`config.mk`:
```
export PLATFORM = sky130hd
export DESIGN_NAME = next_fit_block_allocator
export DESIGN_NICKNAME = d
export VERILOG_FILES = /design/src/nfba_pkg.sv /design/src/next_fit_block_allocator.sv /design/src/nfba_cell.sv
export VERILOG_INCLUDE_DIRS = /design/src /design/src/src
export SDC_FILE = /design/constraint.sdc
export NUM_CORES = 1
export LEC_CHECK = 0
export ABC_AREA = 1
export ABC_CLOCK_PERIOD_IN_PS = 6300
export BUFFER_PORTS_ARGS = -buffer_cell sky130_fd_sc_hd__buf_4
export CAP_MARGIN = 10
export CELL_PAD_IN_SITES_DETAIL_PLACEMENT = 1
export CELL_PAD_IN_SITES_GLOBAL_PLACEMENT = 2
export CORE_MARGIN = 5
export CORE_UTILIZATION = 35
export CTS_BUF_LIST = sky130_fd_sc_hd__clkbuf_4
export DETAILED_ROUTE_END_ITERATION = 6
export PLACE_DENSITY = 0.84
export SYNTH_ARGS = -nofsm -noshare
export SYNTH_HDL_FRONTEND = slang
export SYNTH_SLANG_ARGS = --single-unit
```
`constraint.sdc`:
```
create_clock -name clk -period 6.3 [get_ports clk]
set_input_delay 0.63 -clock clk [delete_from_list [all_inputs] [get_ports clk]]
set_output_delay 0.63 -clock clk [all_outputs]
set_load 0.005 [all_outputs]
```
`src/next_fit_block_allocator_assert.svh`:
```
// Assertion macros for the next-fit block allocator.
// Included by the top level; expects clk and rst in scope.
`ifndef NEXT_FIT_BLOCK_ALLOCATOR_ASSERT_SVH
`define NEXT_FIT_BLOCK_ALLOCATOR_ASSERT_SVH

// Same-cycle implication, masked during reset
`define NFBA_HOLDS(lbl, ante, cons, msg) \
  lbl: assert property (@(posedge clk) disable iff (rst) (ante) |-> (cons)) \
    else $error(msg);

// Next-cycle implication, masked during reset
`define NFBA_NEXT(lbl, ante, cons, msg) \
  lbl: assert property (@(posedge clk) disable iff (rst) (ante) |=> (cons)) \
    else $error(msg);

`endif

```
`src/nfba_pkg.sv`:
```
// Shared constants and types for the next-fit block allocator.
// No dependencies; used by nfba_cell and next_fit_block_allocator.
package nfba_pkg;

  localparam int NUM_BLOCKS = 8;
  localparam int SIZE_BITS  = 16;
  localparam int BLK_W      = $clog2(NUM_BLOCKS);
  localparam int CNT_W      = $clog2(NUM_BLOCKS + 1);
  localparam int IDX_W      = 3;
  localparam int CFG_W      = 4;
  localparam int RID_W      = 16;
  localparam int SUM_W      = 19;

  localparam logic [CFG_W-1:0] BC_RESET = CFG_W'(8);
  localparam logic [SUM_W-1:0] SUM_MAX  = '1;

  // Broadcast controls to every cell
  typedef struct packed {
    logic shift;    // token moves one cell on
    logic seed_en;  // token reloaded from seed vector
    logic grant;    // cell holding the token marks itself used
  } ctl_t;

  // Per-cell status, valid only at the token position
  typedef struct packed {
    logic                 tok;
    logic                 fit;
    logic                 free;
    logic [SIZE_BITS-1:0] size;
  } stat_t;

endpackage

```
`src/next_fit_block_allocator.sv`:
```
// Next-fit block allocator: a ring of slot cells scanned by a single token.
// Depends on nfba_pkg, nfba_cell and next_fit_block_allocator_assert.svh.
//
// Each item produces one result. A load writes the slot, then the token walks
// over the n active slots (n = active block count) and totals the free space,
// and then the result is registered. A request walks the token from the last
// granted slot one slot per cycle until a slot fits or all n are tried, then
// the free-space walk and the result register follow. The single token ring
// is shared by the search and the free-space total; one item is in work at a
// time, and the next one may be taken while a result waits.
`include "next_fit_block_allocator_assert.svh"

module next_fit_block_allocator (
  input  logic                           clk,
  input  logic                           rst,
  // configuration
  input  logic                           cfg_we,
  input  logic [nfba_pkg::CFG_W-1:0]     cfg_data,
  // input items
  input  logic                           in_valid,
  output logic                           in_stall,
  input  logic                           action,
  input  logic [nfba_pkg::IDX_W-1:0]     block_index,
  input  logic [15:0]                    size,
  // result items
  output logic                           out_valid,
  input  logic                           out_stall,
  output logic                           granted,
  output logic [nfba_pkg::IDX_W-1:0]     granted_block,
  output logic [nfba_pkg::RID_W-1:0]     request_id,
  output logic [nfba_pkg::SIZE_BITS-1:0] leftover,
  output logic [nfba_pkg::SUM_W-1:0]     total_internal,
  output logic [nfba_pkg::SUM_W-1:0]     external_frag
);

  typedef enum logic [3:0] {
    ST_IDLE = 4'b0001,
    ST_SCAN = 4'b0010,
    ST_SUM  = 4'b0100,
    ST_DONE = 4'b1000
  } state_t;

  localparam int NB  = nfba_pkg::NUM_BLOCKS;
  localparam int SB  = nfba_pkg::SIZE_BITS;
  localparam int BW  = nfba_pkg::BLK_W;
  localparam int CW  = nfba_pkg::CNT_W;
  localparam int SW  = nfba_pkg::SUM_W;

  state_t                 state;
  logic [nfba_pkg::CFG_W-1:0] block_count;
  logic [BW-1:0]          scan_start;
  logic [nfba_pkg::RID_W-1:0] request_counter;
  logic [SW-1:0]          internal_sum;
  logic [SW-1:0]          free_sum;
  logic                   any_failed;

  // per-item working registers
  logic [SB-1:0]          req_size;
  logic [BW-1:0]          k;
  logic [BW-1:0]          j;
  logic [SW-1:0]          acc;
  logic                   res_granted;
  logic [BW-1:0]          res_block;
  logic [SB-1:0]          res_left;
  logic [nfba_pkg::RID_W-1:0] res_rid;

  nfba_pkg::ctl_t         ctl;
  nfba_pkg::stat_t        stat [NB];
  logic [NB-1:0]          tok_vec;
  logic [NB-1:0]          tok_in;
  logic [NB-1:0]          seed_vec;
  logic [NB-1:0]          load_en;
  logic [BW-1:0]          seed_pos;

  logic                   accept;
  logic                   res_load;
  logic [CW-1:0]          n;
  logic                   last_k;
  logic [BW-1:0]          j0;
  logic [BW-1:0]          j_wrap;
  logic                   any_fit;
  logic                   sel_free;
  logic [SB-1:0]          sel_size;
  logic [SB-1:0]          left_calc;
  logic [SW:0]            int_wide;
  logic [SW-1:0]          int_sat;
  logic [SW:0]            acc_wide;
  logic [SW-1:0]          acc_sat;

  assign accept   = in_valid && !in_stall;
  assign in_stall = (state != ST_IDLE);
  // result register takes a new item when empty or being emptied
  assign res_load = (state == ST_DONE) && (!out_valid || !out_stall);

  // Active block count: zero counts as one, clamp at the ring length
  always_comb begin
    if (block_count == '0) begin
      n = CW'(1);
    end else if (32'(block_count) > NB) begin
      n = CW'(NB);
    end else begin
      n = CW'(block_count);
    end
  end

  assign last_k = (CW'(k) == n - CW'(1));
  assign j0     = (CW'(scan_start) < n) ? scan_start : '0;
  assign j_wrap = (CW'(j) + CW'(1) == n) ? '0 : j + BW'(1);

  // Collect the status of the slot under the token
  always_comb begin
    any_fit  = 1'b0;
    sel_free = 1'b0;
    sel_size = '0;
    for (int i = 0; i < NB; i++) begin
      any_fit    = any_fit  | stat[i].fit;
      sel_free   = sel_free | stat[i].free;
      sel_size   = sel_size | stat[i].size;
      tok_vec[i] = stat[i].tok;
    end
  end

  // Saturating sums
  assign left_calc = sel_size - req_size;
  assign int_wide  = {1'b0, internal_sum} + (SW+1)'(left_calc);
  assign int_sat   = int_wide[SW] ? nfba_pkg::SUM_MAX : int_wide[SW-1:0];
  assign acc_wide  = {1'b0, acc} + (SW+1)'(sel_free ? sel_size : '0);
  assign acc_sat   = acc_wide[SW] ? nfba_pkg::SUM_MAX : acc_wide[SW-1:0];

  // Token ring: the last active slot hands back to slot 0
  always_comb begin
    tok_in[0] = 1'b0;
    for (int i = 0; i < NB; i++) begin
      if (CW'(i) == n - CW'(1)) begin
        tok_in[0] = tok_in[0] | tok_vec[i];
      end
    end
    for (int i = 1; i < NB; i++) begin
      tok_in[i] = tok_vec[i-1] && (CW'(i) != n);
    end
  end

  // Seed position and load strobes
  always_comb begin
    for (int i = 0; i < NB; i++) begin
      seed_vec[i] = (BW'(i) == seed_pos);
      load_en[i]  = accept && !action &&
                    ((BW+nfba_pkg::IDX_W)'(block_index) == (BW+nfba_pkg::IDX_W)'(i));
    end
  end

  // Cell controls
  always_comb begin
    ctl      = '0;
    seed_pos = '0;
    unique case (state)
      ST_IDLE: begin
        if (accept) begin
          ctl.seed_en = 1'b1;
          seed_pos    = action ? j0 : '0;
        end
      end
      ST_SCAN: begin
        if (any_fit) begin
          ctl.grant   = 1'b1;
          ctl.seed_en = 1'b1;
        end else if (last_k) begin
          ctl.seed_en = 1'b1;
        end else begin
          ctl.shift = 1'b1;
        end
      end
      ST_SUM:  ctl.shift = !last_k;
      ST_DONE: ctl = '0;
      default: ctl = '0;
    endcase
  end

  // Slot ring
  for (genvar g = 0; g < NB; g++) begin : g_cell
    nfba_cell u_cell (
      .clk       (clk),
      .rst       (rst),
      .ctl       (ctl),
      .seed      (seed_vec[g]),
      .tok_in    (tok_in[g]),
      .load_en   (load_en[g]),
      .load_size (size[SB-1:0]),
      .req_size  (req_size),
      .stat      (stat[g])
    );
  end

  // Sequencer and bookkeeping
  always_ff @(posedge clk) begin
    if (rst) begin
      state           <= ST_IDLE;
      block_count     <= nfba_pkg::BC_RESET;
      scan_start      <= '0;
      request_counter <= '0;
      internal_sum    <= '0;
      free_sum        <= '0;
      any_failed      <= 1'b0;
      out_valid       <= 1'b0;
      k               <= '0;
    end else begin
      if (cfg_we) begin
        block_count <= cfg_data;
      end
      // result handshake
      if (res_load) begin
        out_valid <= 1'b1;
      end else if (out_valid && !out_stall) begin
        out_valid <= 1'b0;
      end
      unique case (state)
        ST_IDLE: begin
          if (accept) begin
            k           <= '0;
            acc         <= '0;
            req_size    <= size[SB-1:0];
            res_granted <= 1'b0;
            res_block   <= '0;
            res_left    <= '0;
            res_rid     <= '0;
            if (action) begin
              res_rid         <= request_counter;
              request_counter <= request_counter + 1'b1;
              j               <= j0;
              state           <= ST_SCAN;
            end else begin
              state <= ST_SUM;
            end
          end
        end
        ST_SCAN: begin
          if (any_fit) begin
            res_granted  <= 1'b1;
            res_block    <= j;
            res_left     <= left_calc;
            internal_sum <= int_sat;
            scan_start   <= j;
            k            <= '0;
            state        <= ST_SUM;
          end else if (last_k) begin
            any_failed <= 1'b1;
            k          <= '0;
            state      <= ST_SUM;
          end else begin
            k <= k + BW'(1);
            j <= j_wrap;
          end
        end
        ST_SUM: begin
          acc <= acc_sat;
          if (last_k) begin
            free_sum <= acc_sat;
            state    <= ST_DONE;
          end else begin
            k <= k + BW'(1);
          end
        end
        ST_DONE: begin
          if (res_load) begin
            granted        <= res_granted;
            granted_block  <= nfba_pkg::IDX_W'(res_block);
            request_id     <= res_rid;
            leftover       <= res_left;
            total_internal <= internal_sum;
            external_frag  <= any_failed ? free_sum : '0;
            state          <= ST_IDLE;
          end
        end
        default: state <= ST_IDLE;
      endcase
    end
  end

  // Checks
  `NFBA_HOLDS(a_one_token, (state == ST_SCAN) || (state == ST_SUM), $onehot(tok_vec), "token ring lost its token")
  `NFBA_HOLDS(a_walk_bound, (state == ST_SCAN) || (state == ST_SUM), CW'(k) < n, "walk ran past active slots")
  `NFBA_HOLDS(a_nogrant_clean, out_valid && !granted, (leftover == '0) && (granted_block == '0), "refused item carries grant data")
  `NFBA_NEXT(a_result_held, (state == ST_DONE) && out_valid && out_stall, state == ST_DONE, "result dropped while stalled")

endmodule

```
`src/nfba_cell.sv`:
```
// One block slot of the allocator ring: size, used bit and scan token.
// Depends on nfba_pkg.
module nfba_cell (
  input  logic                           clk,
  input  logic                           rst,
  input  nfba_pkg::ctl_t                 ctl,
  input  logic                           seed,
  input  logic                           tok_in,
  input  logic                           load_en,
  input  logic [nfba_pkg::SIZE_BITS-1:0] load_size,
  input  logic [nfba_pkg::SIZE_BITS-1:0] req_size,
  output nfba_pkg::stat_t                stat
);

  logic [nfba_pkg::SIZE_BITS-1:0] blk_size;
  logic                           used;
  logic                           tok;

  // Slot contents and token
  always_ff @(posedge clk) begin
    if (rst) begin
      blk_size <= '0;
      used     <= 1'b0;
      tok      <= 1'b0;
    end else begin
      if (load_en) begin
        blk_size <= load_size;
        used     <= 1'b0;
      end else if (ctl.grant && tok) begin
        used <= 1'b1;
      end
      if (ctl.seed_en) begin
        tok <= seed;
      end else if (ctl.shift) begin
        tok <= tok_in;
      end
    end
  end

  // Status is gated by the token so the top can OR all cells together
  always_comb begin
    stat.tok  = tok;
    stat.free = tok && !used;
    stat.fit  = tok && !used && (blk_size >= req_size);
    stat.size = tok ? blk_size : '0;
  end

endmodule

```
## Yosys cells after proc, flatten, opt, wreduce, memory -nomap -nowiden

Index checks and enable logic that the tools add are counted.

- $add $sub $neg: 8
- $mul: 0
- Divide/modulo/power cells: 0
- Magnitude comparators: 10
- Equal/unequal tests: 44
- Shift-type cells: 0
- Muxes and demuxes: 80
- Bitwise logic cells: 30
- Reductions and logical operators: 85

Operator list:

| kind | count |
|---|---|
| $mux 16 | 11 |
| $ge 16x16->1 | 8 |
| $or 16x16->16 | 7 |
| $mux 19 | 3 |
| $mux 3 | 15 |
| $logic_and 1x1->1 | 43 |
| $add 19x16->20 | 2 |
| $pmux 19 s2 | 1 |
| $mux 1 | 35 |
| $pmux 16 s2 | 1 |
| $mux 4 | 7 |
| $or 1x1->1 | 21 |
| $reduce_and 3->1 | 6 |
| $add 16x1->16 const B | 1 |
| $eq 3x4->1 const A | 4 |
| $ne 2x2->1 const B | 8 |
| $ne 3x4->1 const A | 4 |
| $pmux 4 s4 | 1 |
| $reduce_or 2->1 | 8 |
| $sub 16x16->16 | 1 |
| $logic_not 1->1 | 13 |
| $eq 3x3->1 const A | 4 |
| $eq 3x3->1 const B | 4 |
| $pmux 3 s2 | 2 |
| 32 further kinds | 47 |

- Register bits after elaboration: 362
- Latch bits: 0
- Memory bits (writable): 0
- Bits in read-only memories: 0
- Input port bits: 29
- Output and inout port bits: 76
- Memories: 0

## Logic depth before layout (Yosys ltp)

Gate-level depths: netlist of run 1.

- Depth in word-level cells: 22
- Gate-level depth with buffers: 28
- Mapped depth without buffers: 27

## Cells and area by module

From an unflattened synthesis of run 1, not the netlist that was laid out.

- Cell total of the unflattened synthesis: 2,986
- Area, all modules: 21,854.7 um2

Modules (own cells, without submodules):

| module | instances | cells an instance | area an instance (um2) | seq. area each (um2) |
|---|---|---|---|---|
| next_fit_block_allocator | 1 | 1,498 | 12,190.4 | 5,845.6 |
| nfba_cell at g_cell[0].u_cell ... | 4 | 186 | 1,209.9 | 360.3 |
| nfba_cell at g_cell[4].u_cell ... | 4 | 186 | 1,206.2 | 360.3 |

## Worst setup path before layout of run 1

Ideal clock, no wire load.

- Path kind: input to register
- Start point: input port rst
- End point: register external_frag[0] (netlist name), enable pin
- Arrival: 6,104 ps
- Data required time: 5,703 ps
- Slack: -401 ps
- Stages: 3
- Path buffers: 2
- Path through: clkbuf_1 -> buf_1 -> nor3_1

- Longest elaborated chain between the ends: 2

Ends and longest elaborated chain:

| element | RTL line | RTL |
|---|---|---|
| from (decl) | next_fit_block_allocator.sv:15 | `input logic rst,` |
| $not 1->1 (no line) | -- |  |
| $reduce_and 3->1 (no line) | -- |  |
| to (signal assigned) | next_fit_block_allocator.sv:270 | `external_frag <= any_failed ? free_sum : '0;` |
| to (decl) | next_fit_block_allocator.sv:33 | `output logic [nfba_pkg::SUM_W-1:0] external_frag` |

No other way between the ends.
A chain may end at the register's enable or synchronous reset.

## Worst setup path in the final report of run 1

- Start point: register g_cell[0].u_cell.tok
- End point: register internal_sum[13]

- Longest elaborated chain between the ends: 11
- Elaborated cells between the ends (all ways): 21
- Classes of those cells: add/sub (2); mux (2); bitwise (14); reduce/logical (3)

Ends and longest elaborated chain:

| element | RTL line | RTL |
|---|---|---|
| from (decl) | nfba_cell.sv:17 | `logic tok;` |
| from (signal assigned) | nfba_cell.sv:35 | `tok <= tok_in;` |
| $mux 16 | nfba_cell.sv:45 | `stat.size = tok ? blk_size : '0;` |
| $or 16x16->16 (7 in a row) | next_fit_block_allocator.sv:118 | `sel_size = sel_size \| stat[i].size;` |
| $sub 16x16->16 | next_fit_block_allocator.sv:124 | `assign left_calc = sel_size - req_size;` |
| named net left_calc[12] | next_fit_block_allocator.sv:84 | `logic [SB-1:0] left_calc;` |
| $add 19x16->20 | next_fit_block_allocator.sv:125 | `assign int_wide = {1'b0, internal_sum} + (SW+1)'(left_calc);` |
| $mux 19 | next_fit_block_allocator.sv:126 | `assign int_sat = int_wide[SW] ? nfba_pkg::SUM_MAX : int_wide[SW-1:0];` |
| to (signal assigned) | next_fit_block_allocator.sv:241 | `internal_sum <= int_sat;` |
| to (decl) | next_fit_block_allocator.sv:53 | `logic [SW-1:0] internal_sum;` |

The timed path passes the listed nets, and every way through them passes these cells.

==> results of run 1 <==
[report_power, final]
part	switching (mW)	internal (mW)
Sequential	0.123	2.52
Combinational	0.566	0.238
Clock	1.11	1.27
Total	1.80	4.03
[kinds of logic (layout without fill, tap and decap cells)]
kind of cell	count (synthesis)	in the layout	share of synthesized area [%]
AO/OA/AOI/OAI	494	494	14.0
other	0	2	0
adder cells (fa/ha/maj)	191	191	12.2
buffers and inverters	337	569	6.95
AND/OR/NAND/NOR	985	985	20.8
flip-flops	362	362	44.1
XOR/XNOR	46	46	2.07
[layout make-up]
cell class	instances	share of cell area [%]
flip-flops and latches	362	38.3
well taps	756	4.16
clock inverters	44	1.32
repair buffers	131	4.45
multi-input cells	1716	42.7
diodes	2	0.0220
clock buffers	150	4.95
inverters	244	4.05
[sequential cells by signal, summed over array words and instances (netlist names), 3 cells and up]
signal,cells
acc,19
block_count,4
external_frag,19
free_sum,19
g_cell.u_cell.blk_size,128
g_cell.u_cell.tok,8
g_cell.u_cell.used,8
granted_block,3
internal_sum,19
j,3
k,3
leftover,16
req_size,16
request_counter,16
request_id,16
res_block,3
res_left,16
res_rid,16
scan_start,3
state,4
total_internal,19
[cells in the mapped netlist (all sizes together) (6+ instances only)]
library cell	n
a21o	7
a21oi	171
a221oi	25
a22o	6
a31oi	7
buf	46
clkbuf	47
dfxtp	214
edfxtp	148
ha	188
inv	244
nand2	396
nand3	74
nand4	33
nor2	432
nor3	27
nor4	11
o21a	8
o21ai	243
o21bai	8
xnor2	11
xor2	35
[metrics by stage]
step | hold slack (ps) | area, µm² | worst slack, ps | power (mW)
6_report | 113 | 22800 | 511 | 5.82
2_1_floorplan | 400 | 19800 | 1870 | 3.19
3_5_place_dp | 406 | 21200 | 648 | 3.49
3_3_place_gp | 403 | 21200 | 884 | 3.45
5_1_grt | 56.9 | 22800 | 45.9 | 6.14
4_1_cts | 17.7 | 22800 | 528 | 5.91
[worst max-delay path by stage]
stage / from / to / slack, ps / cells after the start
5_1_grt: g_cell[1].u_cell.tok / internal_sum[13] / 50 / 26
2_1_floorplan: rst / external_frag[0] / 1870 / 3
3_3_place_gp: g_cell[0].u_cell.tok / internal_sum[15] / 880 / 26
6_report: g_cell[0].u_cell.tok / internal_sum[13] / 510 / 26
4_1_cts: g_cell[0].u_cell.tok / internal_sum[13] / 530 / 26
3_5_place_dp: g_cell[0].u_cell.tok / internal_sum[8] / 650 / 26
[metal layers]
metal,track usage (%),share of wire [%],up-vias,wire [µm]
met1,27.6,45,8580,29300
met4,7.26,2.5,0,1610
met5,0,0,-,0
met2,35.9,48,369,31200
li1,-,-,8464,-
met3,3.06,4.5,98,2930
[critical path: stages (launching register included)]
cell and delay [ps]:
dfxtp_1 880, inv_1 250, o22ai_1 200, a21oi_1 90
o2111ai_1 170, a221oi_1 130, ha_1 290, fa_1 400
nor2_1 190, o21ai_0 90, and2_1 200, o21bai_2 160
nand2_1 70, nand3_1 60, o21ai_1 80, o21ai_0 210
xor2_1 230, inv_1 80, ha_1 340, a21oi_1 190
o21ai_0 140, a221oi_1 270, nand3_1 220, nand3_1 240
nand2_4 180, nor2_1 200, nor2_1 60
[timing repair]
| item | in CTS | in global routing |
|---|---|---|
| endpoints found under the hold margin | 14 | 0 |
| hold buffers | 12 | 0 |
| setup buffers | 0 | 0 |
==> load_flow_metrics.sql, run 1 <==
INSERT INTO impl_metrics (metric_group, metric, value, unit) VALUES
('place', 'hpwl', '48100', 'µm'),
('worst_setup_path', 'destination_of_the_worst_register_to_register_timing_path', 'internal_sum[13]', ''),
('drt', 'vias', '17500', ''),
('layout', 'syn2layout_area_growth', '14.9', '%'),
('drt', 'drt_iter0_drc', '803', ''),
('synthesis', 'yosys_warns', '0', ''),
('worst_setup_path', 'startpoint_type', 'register', ''),
('clock_tree', 'clockBufferDepth', '3', ''),
('power', 'p_leak', '10.6', 'nW'),
('worst_setup_path', 'regToRegSetupSlack', '510', 'ps'),
('power', 'power.ir.vdd_worst', '0.111', 'mV'),
('timing', 'timing.slew.headroom', '19.7', '%'),
('die', 'ioPinCount', '105', ''),
('synthesis', 'synth.avg_cell_area', '8.20', 'µm²'),
('die', 'die_h', '248', 'µm'),
('drt', 'route.detailed.wl_per_inst', '19.1', 'µm'),
('outcome', 'status', 'finished clean', ''),
('synthesis', 'ys_dominant_reg_cell', 'dfxtp_1', ''),
('worst_hold_path', 'worst_hold_startpoint', 'cfg_data[0]', ''),
('flow_run', 'cap_viol_max_count', '0', ''),
('timing', 'final_min_period_over_clock_period', '91.9', '%'),
('die', 'rows', '87', ''),
('timing', 'finalSetupTns', '0', 'ps'),
('place', 'port_buffers', '104', ''),
('drt', 'via_per_inst', '5.14', ''),
('power', 'pwr_density_cell', '256', 'nW/µm²'),
('worst_setup_path', 'path_class', 'reg -> reg', ''),
('synthesis', 'synth.top_cell.area_share', '22.4', '%'),
('clock_tree', 'worstSkewPairLatency', '890', 'ps'),
('place', 'place.gp.congestion', '0.879', ''),
('drt', 'drt-total-wl', '65100', 'µm'),
('layout', 'postLayoutCoreUtil', '40.5', '%'),
('global_route', 'via_count_of_the_first_global_routing_pass', '18600', ''),
('worst_setup_path', 'critical_path.reg2reg.startpoint', 'g_cell[0].u_cell.tok', ''),
('layout', 'instances_no_fill', '3405', ''),
('layout', 'drive_above_1_share', '13.2', '%'),
('worst_setup_path', 'setup.worst_path.end_class', 'register', ''),
('synthesis', 'yosysSeqAreaShare', '44.1', '%'),
('global_route', 'globalRouteOverflowTotal', '0', ''),
('worst_hold_path', 'min_path_type', 'in -> reg', ''),
('worst_setup_path', 'arrival_time_of_data_at_the_critical_path_endpoint', '6520', 'ps'),
('layout', 'filler_cell_count', '6817', ''),
('layout', 'total_area_of_multi_input_combinational_cells', '9720', 'µm²'),
('timing', 'timing.final.crit_period', '5790', 'ps'),
('clock_tree', 'clock-sinks', '362', ''),
('synthesis', 'gate_count_of_the_mapped_netlist', '2415', ''),
('timing', 'report.final.setup_viol', '0', ''),
('clock_tree', 'resized_after_cts', '0', ''),
('global_route', 'grt_max_degree', '90', ''),
('synthesis', 'number_of_flops_mapped_to_enable_cells_by_yosys', '148', ''),
('timing', 'rsz0062_at_grt', 'false', ''),
('synthesis', 'synth.largest_area_cell', 'edfxtp_1', ''),
('timing', 'max_slew.worst_pin.slew', '1200', 'ps'),
('place', 'post-place-cells', '3197', ''),
('layout', 'regArea', '8730', 'µm²'),
('worst_setup_path', 'r2r.worst_path.cells', '26', ''),
('synthesis', 'synthesis.nets', '2635', ''),
('timing', 'final.setup_skew', '93.8', 'ps'),
('timing', 'fmax_achieved', '173', 'MHz'),
('clock_tree', 'root_driver', 'clkbuf_4', ''),
('timing', 'final-max-slew-violation-count', '0', ''),
('synthesis', 'synth_top_cells_by_area', 'edfxtp_1 22%, dfxtp_1 22%, ha_1 12%', ''),
('timing', 'timing_hold_violations_final', '0', ''),
('die', 'fp.dieArea', '61400', 'µm²'),
('worst_setup_path', 'critPathMaxFanout', '17', ''),
('synthesis', 'synth.cell_area', '19800', 'µm²'),
('global_route', 'grt_antenna_before_repair', '1', ''),
('synthesis', 'synth-seq-cells', '362', ''),
('global_route', 'gr_usage_total', '21.1', '%'),
('layout', 'layout.cells.most_common_list', '418 x nor2_1, 389 x nand2_1, 230 x inv_1', ''),
('drt', 'firstDrtPassIters', '5', '');
Power figures use the tool's default switching activity.
==> run 2: changes to the inputs <==
Settings changed: BUFFER_PORTS_ARGS -buffer_cell sky130_fd_sc_hd__buf_4 to -buffer_cell sky130_fd_sc_hd__buf_2.
==> load_flow_metrics.sql, run 2 (synthesis results as in run 1) <==
INSERT INTO impl_metrics (metric_group, metric, value, unit) VALUES
('clock_tree', 'clk_pin_slew', '70', 'ps'),
('place', 'place.gp.congestion', '0.873', ''),
('place', 'port_buffers', '104', ''),
('timing', 'rsz0062_at_grt', 'false', ''),
('place', 'placement.cell_area', '21000', 'µm²'),
('layout', 'drive_above_1_share', '13.7', '%'),
('timing', 'timing.slew.headroom', '21.2', '%'),
('power', 'p_leak', '10.5', 'nW'),
('drt', 'via_per_inst', '5.15', ''),
('worst_hold_path', 'worst_hold_path.endpoint', 'block_count[0]', ''),
('drt', 'route.detailed.wl_per_inst', '18.9', 'µm'),
('die', 'ioPinCount', '105', ''),
('worst_setup_path', 'destination_of_the_worst_register_to_register_timing_path', 'internal_sum[15]', ''),
('drt', 'firstDrtPassIters', '5', ''),
('worst_setup_path', 'regToRegSetupSlack', '680', 'ps'),
('drt', 'antenna_left', '0', ''),
('layout', 'num-nets-final', '2772', ''),
('drt', 'vias', '17500', ''),
('layout', 'layout.cells.most_common', 'nor2_1', ''),
('drt', 'route.detailed.drc', '0', ''),
('worst_hold_path', 'min_path_type', 'in -> reg', ''),
('timing', 'fmax_achieved', '178', 'MHz'),
('power', 'pwr_density_cell', '259', 'nW/µm²'),
('clock_tree', 'worstSkewPairLatency', '900', 'ps'),
('clock_tree', 'number_of_setup_buffers_added_after_cts', '0', ''),
('layout', 'syn2layout_area_growth', '13.3', '%'),
('clock_tree', 'clockBufferDepth', '3', ''),
('worst_setup_path', 'critPathMaxFanout', '17', ''),
('clock_tree', 'cts_buffers', '104', ''),
('flow_run', 'cap_viol_max_count', '0', ''),
('global_route', 'via_count_of_the_first_global_routing_pass', '18200', ''),
('worst_hold_path', 'hold_depth', '3', ''),
('timing', 'final_min_period_over_clock_period', '89.2', '%'),
('global_route', 'global_route_wire_length_before_repair', '99700', 'µm'),
('die', 'floorplan.core_area', '56300', 'µm²'),
('global_route', 'gr_usage_total', '20.6', '%'),
('worst_setup_path', 'startpoint_type', 'register', ''),
('timing', 'max_slew.worst_pin.slew', '1180', 'ps'),
('layout', 'non_filler_cell_area_final', '22400', 'µm²'),
('worst_setup_path', 'critical_path.reg2reg.startpoint', 'g_cell[1].u_cell.tok', ''),
('clock_tree', 'h_tree_level_count', '3', ''),
('outcome', 'status', 'finished clean', ''),
('timing', 'report.final.setup_viol', '0', ''),
('clock_tree', 'root_driver', 'clkbuf_4', ''),
('global_route', 'grt_max_degree', '94', ''),
('worst_setup_path', 'setup.worst_path.end_class', 'register', ''),
('worst_setup_path', 'worst_ep_required_time', '7050', 'ps'),
('clock_tree', 'tritoncts', 'done', ''),
('drt', 'drt_iter0_drc', '902', ''),
('die', 'rows', '87', ''),
('global_route', 'globalRouteOverflowTotal', '0', ''),
('timing', 'timing.final.crit_period', '5620', 'ps'),
('die', 'fp.dieArea', '61400', 'µm²'),
('worst_setup_path', 'path_class', 'reg -> reg', ''),
('layout', 'layout.cells.most_common_list', '418 x nor2_1, 389 x nand2_1, 230 x inv_1', ''),
('die', 'fp.dieW', '248', 'µm'),
('die', 'initial_core_util', '35.2', '%'),
('clock_tree', 'clock-sinks', '362', ''),
('worst_setup_path', 'arrival_time_of_data_at_the_critical_path_endpoint', '6370', 'ps'),
('die', 'die_h', '248', 'µm'),
('timing', 'finalSetupTns', '0', 'ps'),
('power', 'power.ir.vdd_worst', '0.115', 'mV'),
('worst_hold_path', 'worst_hold_startpoint', 'cfg_data[0]', ''),
('place', 'hpwl', '47100', 'µm'),
('timing', 'timing_hold_violations_final', '0', ''),
('timing', 'final.setup_skew', '66.5', 'ps'),
('timing', 'final-max-slew-violation-count', '0', ''),
('drt', 'drt-total-wl', '64000', 'µm'),
('worst_setup_path', 'r2r.worst_path.cells', '26', ''),
('layout', 'top_register', 'g_cell.u_cell.blk_size', ''),
('layout', 'largest_register_ff_count', '128', ''),
('global_route', 'grt_antenna_before_repair', '1', '');
[run 2: timing repair]
action                                  in CTS  in global routing
endpoints found under the setup margin       0                  0
resized for setup                            0                  0
hold endpoints to repair                     2                  0
hold buffers                                 3                  0
[run 2: final cells by class]
cell class / count / area, µm²
Inverter: 244 / 921
Clock buffer: 166 / 1250
Fill cell: 6897 / 33800
Antenna cell: 1 / 2.50
Timing Repair Buffer: 124 / 698
Multi-Input combinational cell: 1716 / 9720
Clock inverter: 25 / 179
Sequential cell: 362 / 8730
Tap cell: 756 / 946
[run 2: per-layer routing]
metal / up-vias / share of wire, % / track usage (%)
met5: - / 0 / 0
met4: 0 / 2.9 / 7.72
met3: 113 / 5.0 / 3.93
met2: 398 / 47 / 34.6
met1: 8493 / 45 / 26.4
li1: 8474 / - / -
[run 2: report_power, final]
| part | internal (mW) | total, mW | switching (mW) | leakage (nW) |
|---|---|---|---|---|
| clock | 1.31 | 2.37 | 1.06 | 0.847 |
| combinational | 0.230 | 0.809 | 0.579 | 6.58 |
| sequential | 2.52 | 2.63 | 0.108 | 3.11 |
[run 2: worst max-delay path: stages, from the launching register on]
cell and delay, ps:
dfxtp_1 790, inv_1 240, o22ai_1 210, a21oi_1 80
o2111ai_1 160, a221oi_1 130, ha_1 300, fa_1 400
nor2_1 200, o21ai_0 100, and2_1 190, o21bai_2 160
nand2_1 70, nand3_1 70, o21ai_1 90, o21ai_0 200
xor2_1 210, inv_1 90, ha_1 350, a21oi_1 190
o21ai_0 140, a221oi_1 260, nand3_1 200, nand3_1 210
nand2_4 160, nor3_1 190, nor2_1 60
[run 2: metrics by stage]
stage	hold slack (ps)	util (%)	total power, mW	worst slack, ps	std cells
after global placement	403	37.2	3.45	911	3198
after floorplan	400	-	3.19	1870	2415
after global routing	50.3	39.9	6.12	226	3394
final	101	39.9	5.81	678	3394
after CTS	7.16	39.8	5.88	621	3392
after detailed placement	405	37.2	3.49	708	3198
[run 2: worst max path at each step]
stage	start	endpoint	slack (ps)	cells past startpoint
floorplan	rst	external_frag[0]	1870	3
global placement	g_cell[1].u_cell.tok	internal_sum[15]	910	26
detailed placement	g_cell[1].u_cell.tok	internal_sum[15]	710	26
CTS	g_cell[1].u_cell.tok	internal_sum[15]	620	26
global route	g_cell[1].u_cell.tok	internal_sum[15]	230	26
finish	g_cell[1].u_cell.tok	internal_sum[15]	680	26
==> run 3: changes to the inputs <==
Settings changed: MAX_ROUTING_LAYER from default to met4.
==> load_flow_metrics.sql, run 3 (synthesis results as in run 1) <==
INSERT INTO impl_metrics (metric_group, metric, value, unit) VALUES
('outcome', 'status', 'finished clean', ''),
('worst_setup_path', 'arrival_time_of_data_at_the_critical_path_endpoint', '6450', 'ps'),
('drt', 'antenna_left', '0', ''),
('clock_tree', 'root_driver', 'clkbuf_4', ''),
('layout', 'syn2layout_area_growth', '13.0', '%'),
('power', 'p_leak', '10.5', 'nW'),
('worst_setup_path', 'destination_of_the_worst_register_to_register_timing_path', 'internal_sum[1]', ''),
('drt', 'route.detailed.wl_per_inst', '19.0', 'µm'),
('global_route', 'global_route_wire_length_before_repair', '101000', 'µm'),
('layout', 'num-nets-final', '2770', ''),
('global_route', 'grt_antenna_before_repair', '2', ''),
('timing', 'final_min_period_over_clock_period', '91.0', '%'),
('worst_hold_path', 'hold_depth', '3', ''),
('worst_setup_path', 'slowest_cp_cell', 'dfxtp_1', ''),
('clock_tree', 'tritoncts', 'done', ''),
('global_route', 'grt_max_degree', '74', ''),
('power', 'total_power', '5.70', 'mW'),
('timing', 'timing_hold_violations_final', '0', ''),
('global_route', 'gr_usage_total', '21.4', '%'),
('layout', 'top_register', 'g_cell.u_cell.blk_size', ''),
('worst_setup_path', 'worstPathBufferInverterCount', '2', ''),
('die', 'die_h', '248', 'µm'),
('drt', 'drt-total-wl', '64500', 'µm'),
('drt', 'route.detailed.drc', '0', ''),
('timing', 'timing.hold.ws', '100', 'ps'),
('timing', 'timing.slew.headroom', '30.2', '%'),
('worst_setup_path', 'startpoint_type', 'register', ''),
('worst_setup_path', 'r2r.worst_path.cells', '26', ''),
('layout', 'drive_above_1_share', '13.6', '%'),
('clock_tree', 'h_tree_level_count', '3', ''),
('worst_setup_path', 'timing.critical_path.max_delay_family', 'compound AO/OA/AOI/OAI gates', ''),
('die', 'floorplan.core_area', '56300', 'µm²'),
('power', 'power.ir.vdd_worst', '0.126', 'mV'),
('flow_run', 'cap_viol_max_count', '0', ''),
('global_route', 'via_count_of_the_first_global_routing_pass', '18400', ''),
('clock_tree', 'clk_pin_slew', '60', 'ps'),
('clock_tree', 'cts_buffers', '102', ''),
('timing', 'final.setup_skew', '97.8', 'ps'),
('worst_setup_path', 'regToRegSetupSlack', '570', 'ps'),
('clock_tree', 'clock-sinks', '362', ''),
('die', 'initial_core_util', '35.2', '%'),
('place', 'hpwl', '47200', 'µm'),
('place', 'place.gp.congestion', '0.885', ''),
('layout', 'layout.cells.most_common', 'nor2_1', ''),
('layout', 'largest_register_ff_count', '128', ''),
('drt', 'vias', '17500', ''),
('timing', 'finalSetupTns', '0', 'ps'),
('worst_setup_path', 'setup.worst_path.end_class', 'register', ''),
('die', 'fp.dieW', '248', 'µm'),
('die', 'rows', '87', ''),
('worst_setup_path', 'crit_path_max_incr_delay', '830', 'ps'),
('drt', 'drt_iter0_drc', '935', ''),
('die', 'fp.dieArea', '61400', 'µm²'),
('drt', 'firstDrtPassIters', '5', ''),
('worst_hold_path', 'worst_hold_startpoint', 'out_stall', ''),
('layout', 'layout.cells.most_common_list', '418 x nor2_1, 389 x nand2_1, 230 x inv_1', ''),
('timing', 'report.final.setup_viol', '0', ''),
('timing', 'timing.final.crit_period', '5730', 'ps'),
('die', 'ioPinCount', '105', ''),
('worst_setup_path', 'critPathMaxFanout', '17', ''),
('worst_hold_path', 'min_path_type', 'in -> reg', ''),
('timing', 'final-max-slew-violation-count', '0', ''),
('worst_hold_path', 'worst_hold_path.endpoint', 'out_valid', ''),
('worst_setup_path', 'timing.critical_path.depth', '26', ''),
('clock_tree', 'clockBufferDepth', '3', ''),
('timing', 'rsz0062_at_grt', 'false', ''),
('worst_setup_path', 'critical_path.reg2reg.startpoint', 'g_cell[0].u_cell.tok', ''),
('clock_tree', 'worstSkewPairLatency', '900', 'ps'),
('place', 'port_buffers', '104', ''),
('worst_setup_path', 'worst_ep_required_time', '7020', 'ps'),
('drt', 'via_per_inst', '5.15', ''),
('worst_setup_path', 'path_class', 'reg -> reg', ''),
('timing', 'fmax_achieved', '174', 'MHz'),
('clock_tree', 'number_of_setup_buffers_added_after_cts', '0', ''),
('global_route', 'globalRouteOverflowTotal', '0', ''),
('timing', 'max_slew.worst_pin.slew', '1040', 'ps'),
('power', 'pwr_density_cell', '254', 'nW/µm²');
==> run 3: cell types whose count changed in the layout (fill, tap and decap cells not counted), moves of 3 or more <==
cell,delta
inv_6,+3
clkinv_1,+7
bufinv_16,-3
clkbuf_4,-5
==> run 3: worst reg2reg max path, cell delays in order, from the launching register on <==
cell	delay [ps]
dfxtp_1	830
inv_1	250
o22ai_1	200
a21oi_1	90
o2111ai_1	190
a221oi_1	140
ha_1	310
fa_1	390
nor2_1	180
o21ai_0	120
and2_1	200
o21bai_2	160
nand2_1	60
nand3_1	70
o21ai_1	100
o21ai_0	210
xor2_1	220
inv_1	90
ha_1	340
a21oi_1	170
o21ai_0	140
a221oi_1	290
nand3_1	210
nand3_1	210
nand2_4	170
nor2_1	160
nor2_1	60
==> run 3: what timing repair did <==
item                                    in CTS  in global routing
resized for setup                            0                  0
endpoints found under the setup margin       0                  0
hold buffers                                 2                  0
endpoints found under the hold margin        1                  0
==> run 3: worst max-delay path by stage <==
stage                             to                  from
floorplan           external_frag[0]                   rst
global placement    internal_sum[15]  g_cell[0].u_cell.tok
detailed placement  internal_sum[15]  g_cell[1].u_cell.tok
CTS                 internal_sum[15]  g_cell[1].u_cell.tok
global route        internal_sum[15]  g_cell[0].u_cell.tok
finish               internal_sum[1]  g_cell[0].u_cell.tok
==> run 3: report_power, final <==
group	internal (mW)	switching, mW	total, mW
Sequential	2.52	0.107	2.63
Combinational	0.231	0.580	0.811
Clock	1.17	1.09	2.26
Total	3.92	1.77	5.70
==> run 3: layout make-up <==
type | count | area, µm²
well taps | 756 | 946
flip-flops and latches | 362 | 8730
clock inverters | 33 | 153
inverters | 244 | 921
diodes | 2 | 5.00
clock buffers | 161 | 1210
fillers | 6917 | 33900
multi-input cells | 1716 | 9720
repair buffers | 124 | 703
==> run 3: through the flow <==
step	cell area [µm²]	cells	utilization [%]	setup slack, ps
after detailed placement	21000	3198	37.2	700
after floorplan	19800	2415	-	1870
after global placement	21000	3198	37.2	895
final	22400	3398	39.8	568
after CTS	22300	3394	39.7	657
after global routing	22400	3398	39.8	132
==> run 3: metal layers <==
layer	global-route usage, %	routed length (µm)
met1	27.0	29000
met2	34.9	30800
met3	3.52	3170
met4	7.56	1640
met5	-	0
